File: src/rtl/ffea_pkg.sv
// Shared types and constants for the first-fit extent allocator.
`timescale 1ns / 1ps
package ffea_pkg;

  localparam int MAX_EXTENTS  = 32;
  localparam int HEADER_BYTES = 8;
  localparam int ADDR_BITS    = 32;

  localparam int IDX_W     = $clog2(MAX_EXTENTS);
  localparam int CNT_W     = $clog2(MAX_EXTENTS + 1);
  localparam int LEN_W     = 32;
  localparam int DATA_W    = 32;
  localparam int ALIGN_W   = 8;
  localparam int ADJ_W     = 8;
  localparam int LG_W      = 3;
  localparam int ST_W      = 2;
  localparam int CFG_IDX_W = 1;

  localparam logic [CFG_IDX_W-1:0] REG_POOL_BASE = 1'd0;
  localparam logic [CFG_IDX_W-1:0] REG_POOL_SIZE = 1'd1;

  localparam logic CMD_ALLOC = 1'b0;
  localparam logic CMD_FREE  = 1'b1;

  localparam logic [ST_W-1:0] ST_OK    = 2'd0;
  localparam logic [ST_W-1:0] ST_NOFIT = 2'd1;
  localparam logic [ST_W-1:0] ST_FULL  = 2'd2;

  localparam logic [DATA_W-1:0] POOL_BASE_RST = 32'd0;
  localparam logic [DATA_W-1:0] POOL_SIZE_RST = 32'd65536;

  typedef enum logic [2:0] {
    S_IDLE  = 3'b001,
    S_SCAN  = 3'b010,
    S_APPLY = 3'b100
  } ctl_state_t;

  typedef struct packed {
    logic load;
    logic step;
    logic apply;
  } ctl_cmd_t;

  typedef struct packed {
    logic scan_done;
  } dp_sts_t;

endpackage

File: src/rtl/ffea_ctrl.sv
// Controller state machine: accept, table scan, table update and result hand-off.
`timescale 1ns / 1ps
module ffea_ctrl (
  input  logic               clk,
  input  logic               rst_n,
  input  logic               in_valid,
  output logic               in_ready,
  output logic               out_valid,
  input  logic               out_ready,
  input  ffea_pkg::dp_sts_t  sts,
  output ffea_pkg::ctl_cmd_t cmd
);
  import ffea_pkg::*;

  ctl_state_t state_r, state_nxt;
  logic       out_valid_r, out_valid_nxt;
  logic       slot_free;

  assign slot_free = !out_valid_r || out_ready;

  always_comb begin
    state_nxt = state_r;
    cmd       = '0;
    in_ready  = 1'b0;
    unique case (state_r)
      S_IDLE: begin
        in_ready = 1'b1;
        if (in_valid) begin
          cmd.load  = 1'b1;
          state_nxt = S_SCAN;
        end
      end
      S_SCAN: begin
        if (sts.scan_done) begin
          state_nxt = S_APPLY;
        end else begin
          cmd.step = 1'b1;
        end
      end
      S_APPLY: begin
        // The table update waits until the output register can take the word.
        if (slot_free) begin
          cmd.apply = 1'b1;
          state_nxt = S_IDLE;
        end
      end
      default: state_nxt = S_IDLE;
    endcase
  end

  assign out_valid_nxt = cmd.apply ? 1'b1 : (out_ready ? 1'b0 : out_valid_r);
  assign out_valid     = out_valid_r;

  always_ff @(posedge clk) begin
    if (!rst_n) begin
      state_r     <= S_IDLE;
      out_valid_r <= 1'b0;
    end else begin
      state_r     <= state_nxt;
      out_valid_r <= out_valid_nxt;
    end
  end

endmodule

File: config.mk
export PLATFORM = sky130hd
export DESIGN_NAME = ffea_ctrl
export DESIGN_NICKNAME = d
export VERILOG_FILES = /design/src/rtl/ffea_pkg.sv /design/src/rtl/ffea_ctrl.sv
export SDC_FILE = /design/constraint.sdc
export NUM_CORES = 1
export LEC_CHECK = 0
export BUFFER_PORTS_ARGS = -buffer_cell sky130_fd_sc_hd__buf_2
export CAP_MARGIN = 20
export CORE_AREA = 2 2 39 41
export DETAILED_ROUTE_END_ITERATION = 7
export DIE_AREA = 0 0 41 43
export PLACE_DENSITY = 0.36
export SKIP_LAST_GASP = 1
export SLEW_MARGIN = 0
export SYNTH_ARGS = -nofsm -noshare
export SYNTH_HDL_FRONTEND = slang
export SYNTH_SLANG_ARGS = --single-unit
File: constraint.sdc
create_clock -name clk -period 1.4 [get_ports clk]
set_input_delay 0.21 -clock clk [delete_from_list [all_inputs] [get_ports clk]]
set_output_delay 0.21 -clock clk [all_outputs]
set_load 0.03 [all_outputs]
==> results.cfg, run 1 <==
[run_status]
outcome = completed

[logic_synthesis]
synth.area.top_cells = dfxtp_1 30%, o311ai_2 6.2%, buf_4 5.7%, nand3b_1 5.7%, nor3b_1 5.7%
synth_edf_count = 0
synth_area_per_cell_um2 = 9.43
ys_warn_count = 0
ys_seq_area_share_pct = 30.3
syn_area_um2 = 264
yosysMostFrequentCell = dfxtp_1
synth.distinct_cells = 19
ys_ff_latch = 4
synthArstFlopShare_pct = 0
synth_flop_cell = dfxtp_1
syn_inst = 28
synth_top_area_share_pct = 30.3
syn-num-nets = 33
synth.largest_area_cell = dfxtp_1

[finish]
fin_cells = 54
final_area_um2 = 367
regArea_um2 = 82.6
multi_input_comb_area_um2 = 173
antennaDiodeCount = 0
n_fill_cell = 154
drive_above_1_share_pct = 52.6
post-route-util_pct = 26.5
nNetsFinal = 45
synthToLayoutAreaGrowth_pct = 38.9

[grt]
grt_first_pass_wirelength_um = 910
grt_usage_pct = 7.93
grt_max_degree = 11
antenna_found_initial = 0
grt_overflow = 0
grt_pass1_vias = 216

[worst_setup_path]
path_buf_inv = 1
crit_path_start_kind = register
critPathRequiredTime_ns = 1.19
cp_top_family = flip-flops
crit_path_end_kind = primary output
crit_chain = nor3b_2 -> nor2b_1 -> buf_4
cp_slowest_cell = dfxtp_2
critPathMaxStageDelay_ns = 0.36
cp.arrival_ns = 1.12
cp_max_fo = 10
critPathKind = register to primary output

[routing]
drt_iter0_drc = 3
drcViolationCount = 0
viasPerCell = 4.35
routedWlPerCell_um = 9.76
num_vias = 235
wl_um = 527
ant_nets = 0
drt_pass1_iterations = 4

[pwr]
power_mw = 0.338
power.density_mw_per_mm2 = 922
worst_ir_drop_vdd_v = 0.000405
p_leak_nw = 0.143

[placement]
gp_congestion = 0.602
postPlaceCellArea_um2 = 312
numPortBuffers = 9
hpwl_um = 387
dp.cells = 50

[cts]
path_clk_slew_ns = 0.04
cts_sinks = 4
clockRootBuffer = clkbuf_4
cts_buffers = 3
cts_hold_buf = 0
cts_max_level = 1
cts_max_path_buffers = 2
clk_latency_ns = 0.24
cts_tree = yes

[sta]
slew_viol_final = 0
clock_skew_ns = 0.00730
fin_crit_sh_pct = 95.2
max-slew-margin-rel_pct = 85.7
max_clock_freq_ghz = 0.750
hold_viol_final = 0
setup_viol = 0
worstMarginPinSlew_ns = 0.214
whs_ns = 0.193
period_needed_ns = 1.33

[floorplanning]
die_w_um = 41
initial_core_util_pct = 19.1
die_height_um = 43
num_rows = 14
io_pins = 10
dieArea_mm2 = 0.00176
coreArea_mm2 = 0.00138

[run]
maxCapViolations = 0

[min_path]
hold_class = input port to register
metrics by stage:
stage	setup WS, ns	setup TNS (ns)
after CTS	0.00289	0
final	0.0672	0
after global placement	0.210	0
after global routing	-0.00766	-0.00766
after detailed placement	0.187	0
after floorplan	0.0135	0
cell usage in the layout, fill, tap and decap left out, drive strengths merged:
master and count:
buf 11, dfxtp 4, clkbuf 3, nor2b 2, nand3b 2, nand2b 2, a21oi 2, nor3b 2
nor4b 1, nand2 1, nor3 1, and4bb 1, and3b 1, o21ai 1, o311ai 1, o21a 1
nand4bb 1, or3b 1
routing by layer:
| metal | up-vias | routed length (um) | global-route usage, % |
|---|---|---|---|
| met5 | - | 0 | 0 |
| met3 | 0 | 33 | 3.66 |
| met4 | 0 | 0 | 8.00 |
| li1 | 122 | - | - |
| met2 | 7 | 254 | 8.75 |
| met1 | 106 | 238 | 10.3 |
worst reg2reg max path, stage by stage (launching register included):
cell      delay [ns]
dfxtp_1         0.30
buf_4           0.16
and4bb_2        0.23
o311ai_2        0.24
worst paths after layout:
check	from	endpoint	slack, ns	depth (start not counted)
setup / recovery	state_r[0]$_SDFFE_PN1P_	cmd[0]	0.07	3
hold / removal	rst_n	state_r[0]$_SDFFE_PN1P_	0.19	2
setup reg to reg	state_r[2]$_SDFFE_PN0P_	state_r[0]$_SDFFE_PN1P_	0.38	3
hold reg to reg	out_valid$_SDFFE_PN0P_	state_r[2]$_SDFFE_PN0P_	0.50	2
final cells by class:
| type | instances | area share (%) |
|---|---|---|
| clock buffers | 3 | 6.14 |
| flip-flops and latches | 4 | 22.5 |
| well taps | 16 | 5.46 |
| repair buffers | 11 | 18.8 |
| multi-input cells | 20 | 47.1 |
cell families (layout without fill, tap and decap cells):
| family | after synthesis | in the layout | synth area share [%] |
|---|---|---|---|
| buf+inv | 4 | 14 | 11.8 |
| compound gates | 5 | 5 | 14.7 |
| flops | 4 | 4 | 30.3 |
| simple gates | 15 | 15 | 43.1 |
sequential cells by signal, indices dropped and copies added (netlist names):
| signal | count |
|---|---|
| state_r | 3 |
| out_valid | 1 |
where the power goes:
part / internal [mW] / switching (mW)
Sequential: 0.121 / 0.0131
Clock: 0.0961 / 0.0498
Combinational: 0.0271 / 0.0310
Total: 0.244 / 0.0939
repair_timing:
action,4_1_cts,5_1_grt
buffers inserted,0,1
endpoints found under the setup margin,2,4
gates resized for setup,3,5
pin swaps,0,2
Power figures use the tool's default switching activity.
==> inputs of run 2 (changes only) <==
Settings changed: ABC_AREA set to 1, BUFFER_PORTS_ARGS -buffer_cell sky130_fd_sc_hd__buf_2 to unset, DONT_BUFFER_PORTS set to 1, PLACE_DENSITY 0.36 to 0.3.
==> run 2 against run 1 <==
Sequential share of layout area rose by 5.1 points. Synthesized area fell by 12%. Register-to-register slack lost 0.09 ns. Count of clock-buffer cells in the layout is the same. Utilization is 5.5 points lower. First-iteration DRC count down 33%. Synthesized cell count increased by 36%. Critical path type unchanged. Critical endpoint is now cmd[2].
==> results.cfg, run 2 <==
[floorplanning]
coreArea_mm2 = 0.00138
io_pins = 10
initial_core_util_pct = 16.8
num_rows = 14
die_w_um = 41
die_height_um = 43
dieArea_mm2 = 0.00176

[worst_setup_path]
crit_path_end_kind = primary output
critPathRequiredTime_ns = 1.19
r2r-end = state_r[0]$_SDFFE_PN1P_
cp_max_fo = 5
reg2reg_slack_ns = 0.29
cp-startpoint = state_r[0]$_SDFFE_PN1P_
cp.arrival_ns = 1.09
crit_path_start_kind = register
ff2ff_path_depth = 8
critPathKind = register to primary output
rr_startpoint = state_r[2]$_SDFFE_PN0P_

[finish]
mostFrequentLayoutCells = 9 x inv_1, 7 x nand2_1, 5 x nor2_1
synthToLayoutAreaGrowth_pct = 24.7
antennaDiodeCount = 0
nNetsFinal = 50
drive_above_1_share_pct = 23.3
fin_cells = 59
final_common_cell = inv_1
top_register = state_r
largest_reg_flops = 3
post-route-util_pct = 21.0
final_area_um2 = 290

[sta]
setup_viol = 0
max_clock_freq_ghz = 0.768
period_needed_ns = 1.30
worstMarginPinSlew_ns = 0.255
rsz0062_at_grt = false
clock_skew_ns = 0.00128
whs_ns = 0.122
setup_slack_ns = 0.0984
slew_viol_final = 0
max-slew-margin-rel_pct = 82.8
hold_viol_final = 0
fin_crit_sh_pct = 93.0
setup_tns_ns = 0

[cts]
cts_tree = yes
cts_sinks = 4
cts_buffers = 3
cts_hold_buf = 0
cts_max_path_buffers = 2
clk_latency_ns = 0.24
path_clk_slew_ns = 0.04
clockRootBuffer = clkbuf_4
cts_setup_buffers = 0
cts_max_level = 1

[routing]
num_vias = 225
wl_um = 492
drcViolationCount = 0
drt_pass1_iterations = 4
drt_iter0_drc = 2
routedWlPerCell_um = 8.34
ant_nets = 0
viasPerCell = 3.81

[logic_synthesis]
ys_seq_area_share_pct = 34.4
synthArstFlopShare_pct = 0
ys_warn_count = 0
ys_ff_latch = 4
syn_inst = 38
synth_edf_count = 0
yosysMostFrequentCell = inv_1
synth.area.top_cells = dfxtp_1 34%, inv_1 16%, nand2_1 11%, nor2_1 8.1%, a21oi_1 6.5%
synth_flop_cell = dfxtp_1
synth_commonest_cells = 10 x inv_1, 7 x nand2_1, 5 x nor2_1, 4 x dfxtp_1, 3 x a21oi_1
syn_area_um2 = 233
syn-num-nets = 43
synth_area_per_cell_um2 = 6.12
synth_top_area_share_pct = 34.4
synth.distinct_cells = 14
synth.largest_area_cell = dfxtp_1

[placement]
postPlaceCellArea_um2 = 268
gp_congestion = 0.774
post-place-ws_ns = 0.295
hpwl_um = 417
dp.cells = 56
numPortBuffers = 0

[pwr]
power.density_mw_per_mm2 = 1210
p_sw_share_pct = 30.7
power_mw = 0.353
power_frac_seq_pct = 37.1
p_int_mw = 0.244
p_clk_share_pct = 41.2
switching_power_mw = 0.108
worst_ir_drop_vdd_v = 0.000274
combPwrFrac_pct = 21.7
p_leak_nw = 0.166

[min_path]
min_from = rst_n
min_path_cells = 2
hold_class = input port to register
min_to = state_r[2]$_SDFFE_PN0P_

[run_status]
outcome = completed

[grt]
grt_overflow = 0
grt_first_pass_wirelength_um = 862
grt_max_degree = 6
grt_pass1_vias = 223
antenna_found_initial = 0
grt_usage_pct = 7.82

[run]
maxCapViolations = 0
-- run 2: cell types whose count changed after synthesis, sizes merged, moves of 3 or more --
cell / delta
buf: -3
nand2: +7
inv: +11
nor2: +6
-- run 2: worst max-delay path by stage --
| stage | endpoint | cells after the start | slack, ns |
|---|---|---|---|
| floorplan | cmd[2] | 4 | 0.12 |
| global placement | state_r[0]$_SDFFE_PN1P_ | 8 | 0.30 |
| detailed placement | state_r[0]$_SDFFE_PN1P_ | 8 | 0.29 |
| CTS | cmd[1] | 4 | 0.04 |
| global route | cmd[2] | 4 | 0.01 |
| finish | cmd[2] | 4 | 0.1 |
-- run 2: area by class of cell --
class | count | area (um^2)
Fill cell | 172 | 1090
Timing Repair Buffer | 3 | 22.5
Clock buffer | 3 | 22.5
Tap cell | 16 | 20.0
Inverter | 11 | 41.3
Sequential cell | 4 | 80.1
Multi-Input combinational cell | 22 | 104
-- run 2: cells by family (layout without fill, tap and decap cells) --
group | after synthesis | after routing | synth area share, %
AO/OA/AOI/OAI | 4 | 4 | 9.68
buffers and inverters | 12 | 17 | 21.0
flip-flops | 4 | 4 | 34.4
AND/OR/NAND/NOR | 18 | 18 | 35.0
-- run 2: metal layers --
layer  up-vias  global-route usage [%]  routed length [um]
li1        122                       -                   -
met1        97                    8.65                 217
met2         6                    10.3                 243
met3         0                    4.71                  31
met4         0                    6.00                   0
met5         -                       0                   0
-- run 2: repair_timing --
action / 4_1_cts / 5_1_grt
resized for setup: 0 / 1
setup endpoints to repair: 0 / 1
hold endpoints to repair: 0 / 0
-- run 2: power groups by stage --
stage	registers, mW	logic (mW)	clock network (mW)
after global placement	0.133	0.0772	0
after global routing	0.132	0.0867	0.159
after detailed placement	0.133	0.0769	0
after floorplan	0.131	0.0617	0
after CTS	0.131	0.0775	0.155
final	0.131	0.0765	0.145
-- run 2: worst max-delay path: stages, from the launching register on --
cell and delay, ns:
dfxtp_1 0.39, nand2_2 0.07, nor2_2 0.09, nand2_1 0.08, inv_1 0.21
==> inputs of run 3 (changes only) <==
Settings changed: CELL_PAD_IN_SITES_DETAIL_PLACEMENT set to 1, CELL_PAD_IN_SITES_GLOBAL_PLACEMENT set to 2, CTS_CLUSTER_SIZE set to 30, PLACE_DENSITY 0.3 to 0.46.
==> run 3 against run 2 <==
Clock skew grew 0.0036 ns. Cell count is the same. Hold slack better by 0.0092 ns. Clock power fell by 3%. Design area grew 2.2%. Non-clock buffer count is the same. Flip-flop and latch count stayed put. Die area stayed put. Setup slack better by 0.0082 ns. Combinational power increased by 4.8%. Critical path type unchanged.
==> results.cfg, run 3 (synthesis gave the netlist of run 2 again) <==
[run_status]
outcome = completed

[sta]
setup_tns_ns = 0
period_needed_ns = 1.29
hold_viol_final = 0
whs_ns = 0.131
setup_viol = 0
clock_skew_ns = 0.00492
max_clock_freq_ghz = 0.773
slew_viol_final = 0
fin_crit_sh_pct = 92.4
rsz0062_at_grt = true
worstMarginPinSlew_ns = 0.262
max-slew-margin-rel_pct = 82.4

[floorplanning]
die_w_um = 41
io_pins = 10
initial_core_util_pct = 16.8
coreArea_mm2 = 0.00138
num_rows = 14
dieArea_mm2 = 0.00176
die_height_um = 43

[min_path]
min_to = state_r[1]$_SDFFE_PN0P_
hold_class = input port to register
min_from = rst_n
min_path_cells = 2

[finish]
post-route-util_pct = 21.4
nNetsFinal = 50
top_register = state_r
mostFrequentLayoutCells = 8 x inv_1, 6 x nand2_1, 5 x nor2_1
antennaDiodeCount = 0
drive_above_1_share_pct = 30.2
n_fill_cell = 187
synthToLayoutAreaGrowth_pct = 27.4
largest_reg_flops = 3
final_common_cell = inv_1

[worst_setup_path]
crit_path_start_kind = register
critPathKind = register to primary output
cp_max_fo = 4
cp-startpoint = state_r[1]$_SDFFE_PN0P_
critPathRequiredTime_ns = 1.19
r2r-end = state_r[0]$_SDFFE_PN1P_
rr_startpoint = state_r[2]$_SDFFE_PN0P_
crit_path_end_kind = primary output
cp.arrival_ns = 1.08
ff2ff_path_depth = 8
reg2reg_slack_ns = 0.26

[routing]
drcViolationCount = 0
drt_iter0_drc = 3
ant_nets = 0
wl_um = 561
drt_pass1_iterations = 2
num_vias = 237
viasPerCell = 4.02
routedWlPerCell_um = 9.51

[pwr]
p_leak_nw = 0.164
power.density_mw_per_mm2 = 1190
worst_ir_drop_vdd_v = 0.000300
power_mw = 0.352

[cts]
path_clk_slew_ns = 0.04
cts_sinks = 4
cts_setup_buffers = 0
clk_latency_ns = 0.23
cts_max_path_buffers = 2
cts_hold_buf = 0
cts_max_level = 1
cts_tree = yes
clockRootBuffer = clkbuf_4
cts_buffers = 3

[grt]
grt_first_pass_wirelength_um = 938
grt_overflow = 0
use_met1_pct = 8.74
grt_usage_pct = 8.55
grtUsageMet3_pct = 5.24
grt_pass1_vias = 243
grt_max_degree = 6
globalRoute.busiestLayer = met2
antenna_found_initial = 0
grt_util_met2_pct = 11.3

[run]
maxCapViolations = 0

[placement]
hpwl_um = 487
numPortBuffers = 0
gp_congestion = 0.736
[run 3: stage by stage]
stage                     worst slack (ns)  cells  area (um^2)
final                                0.107     59          297
after global routing               -0.0189     59          297
after detailed placement             0.272     56          268
after floorplan                      0.123     38          233
after global placement               0.291     56          268
after CTS                           0.0160     59          290
[run 3: how the worst max path moves through the flow]
stage / slack, ns / to
floorplan: 0.12 / cmd[2]
global placement: 0.29 / state_r[0]$_SDFFE_PN1P_
detailed placement: 0.27 / state_r[0]$_SDFFE_PN1P_
CTS: 0.02 / cmd[1]
global route: -0.02 / cmd[1]
finish: 0.11 / cmd[1]
[run 3: area by class of cell]
class,count,area [um^2],area share (%)
inverter,11,41.3,13.9
sequential,4,80.1,27.0
multi-input combinational,22,110,37.1
tap,16,20.0,6.75
clock buffer,3,22.5,7.59
timing repair buffer,3,22.5,7.59
[run 3: critical path: stages (launching register included)]
cell	delay, ns
dfxtp_1	0.37
inv_1	0.07
nor2_1	0.09
nand3_1	0.14
inv_2	0.17
[run 3: per-layer routing]
| metal | up-vias | routed length (um) |
|---|---|---|
| met4 | 0 | 4 |
| met5 | - | 0 |
| met2 | 5 | 278 |
| met3 | 2 | 39 |
| li1 | 123 | - |
| met1 | 107 | 239 |
[run 3: report_power, final]
part	switching (mW)	internal (mW)	total (mW)	leakage [nW]
Combinational	0.0533	0.0269	0.0802	0.118
Sequential	0.00930	0.122	0.131	0.0327
Clock	0.0450	0.0958	0.141	0.0138
[run 3: timing repair]
| item | CTS | global route |
|---|---|---|
| gates resized for setup | 0 | 4 |
| endpoints found under the hold margin | 0 | 0 |
| endpoints found under the setup margin | 0 | 3 |
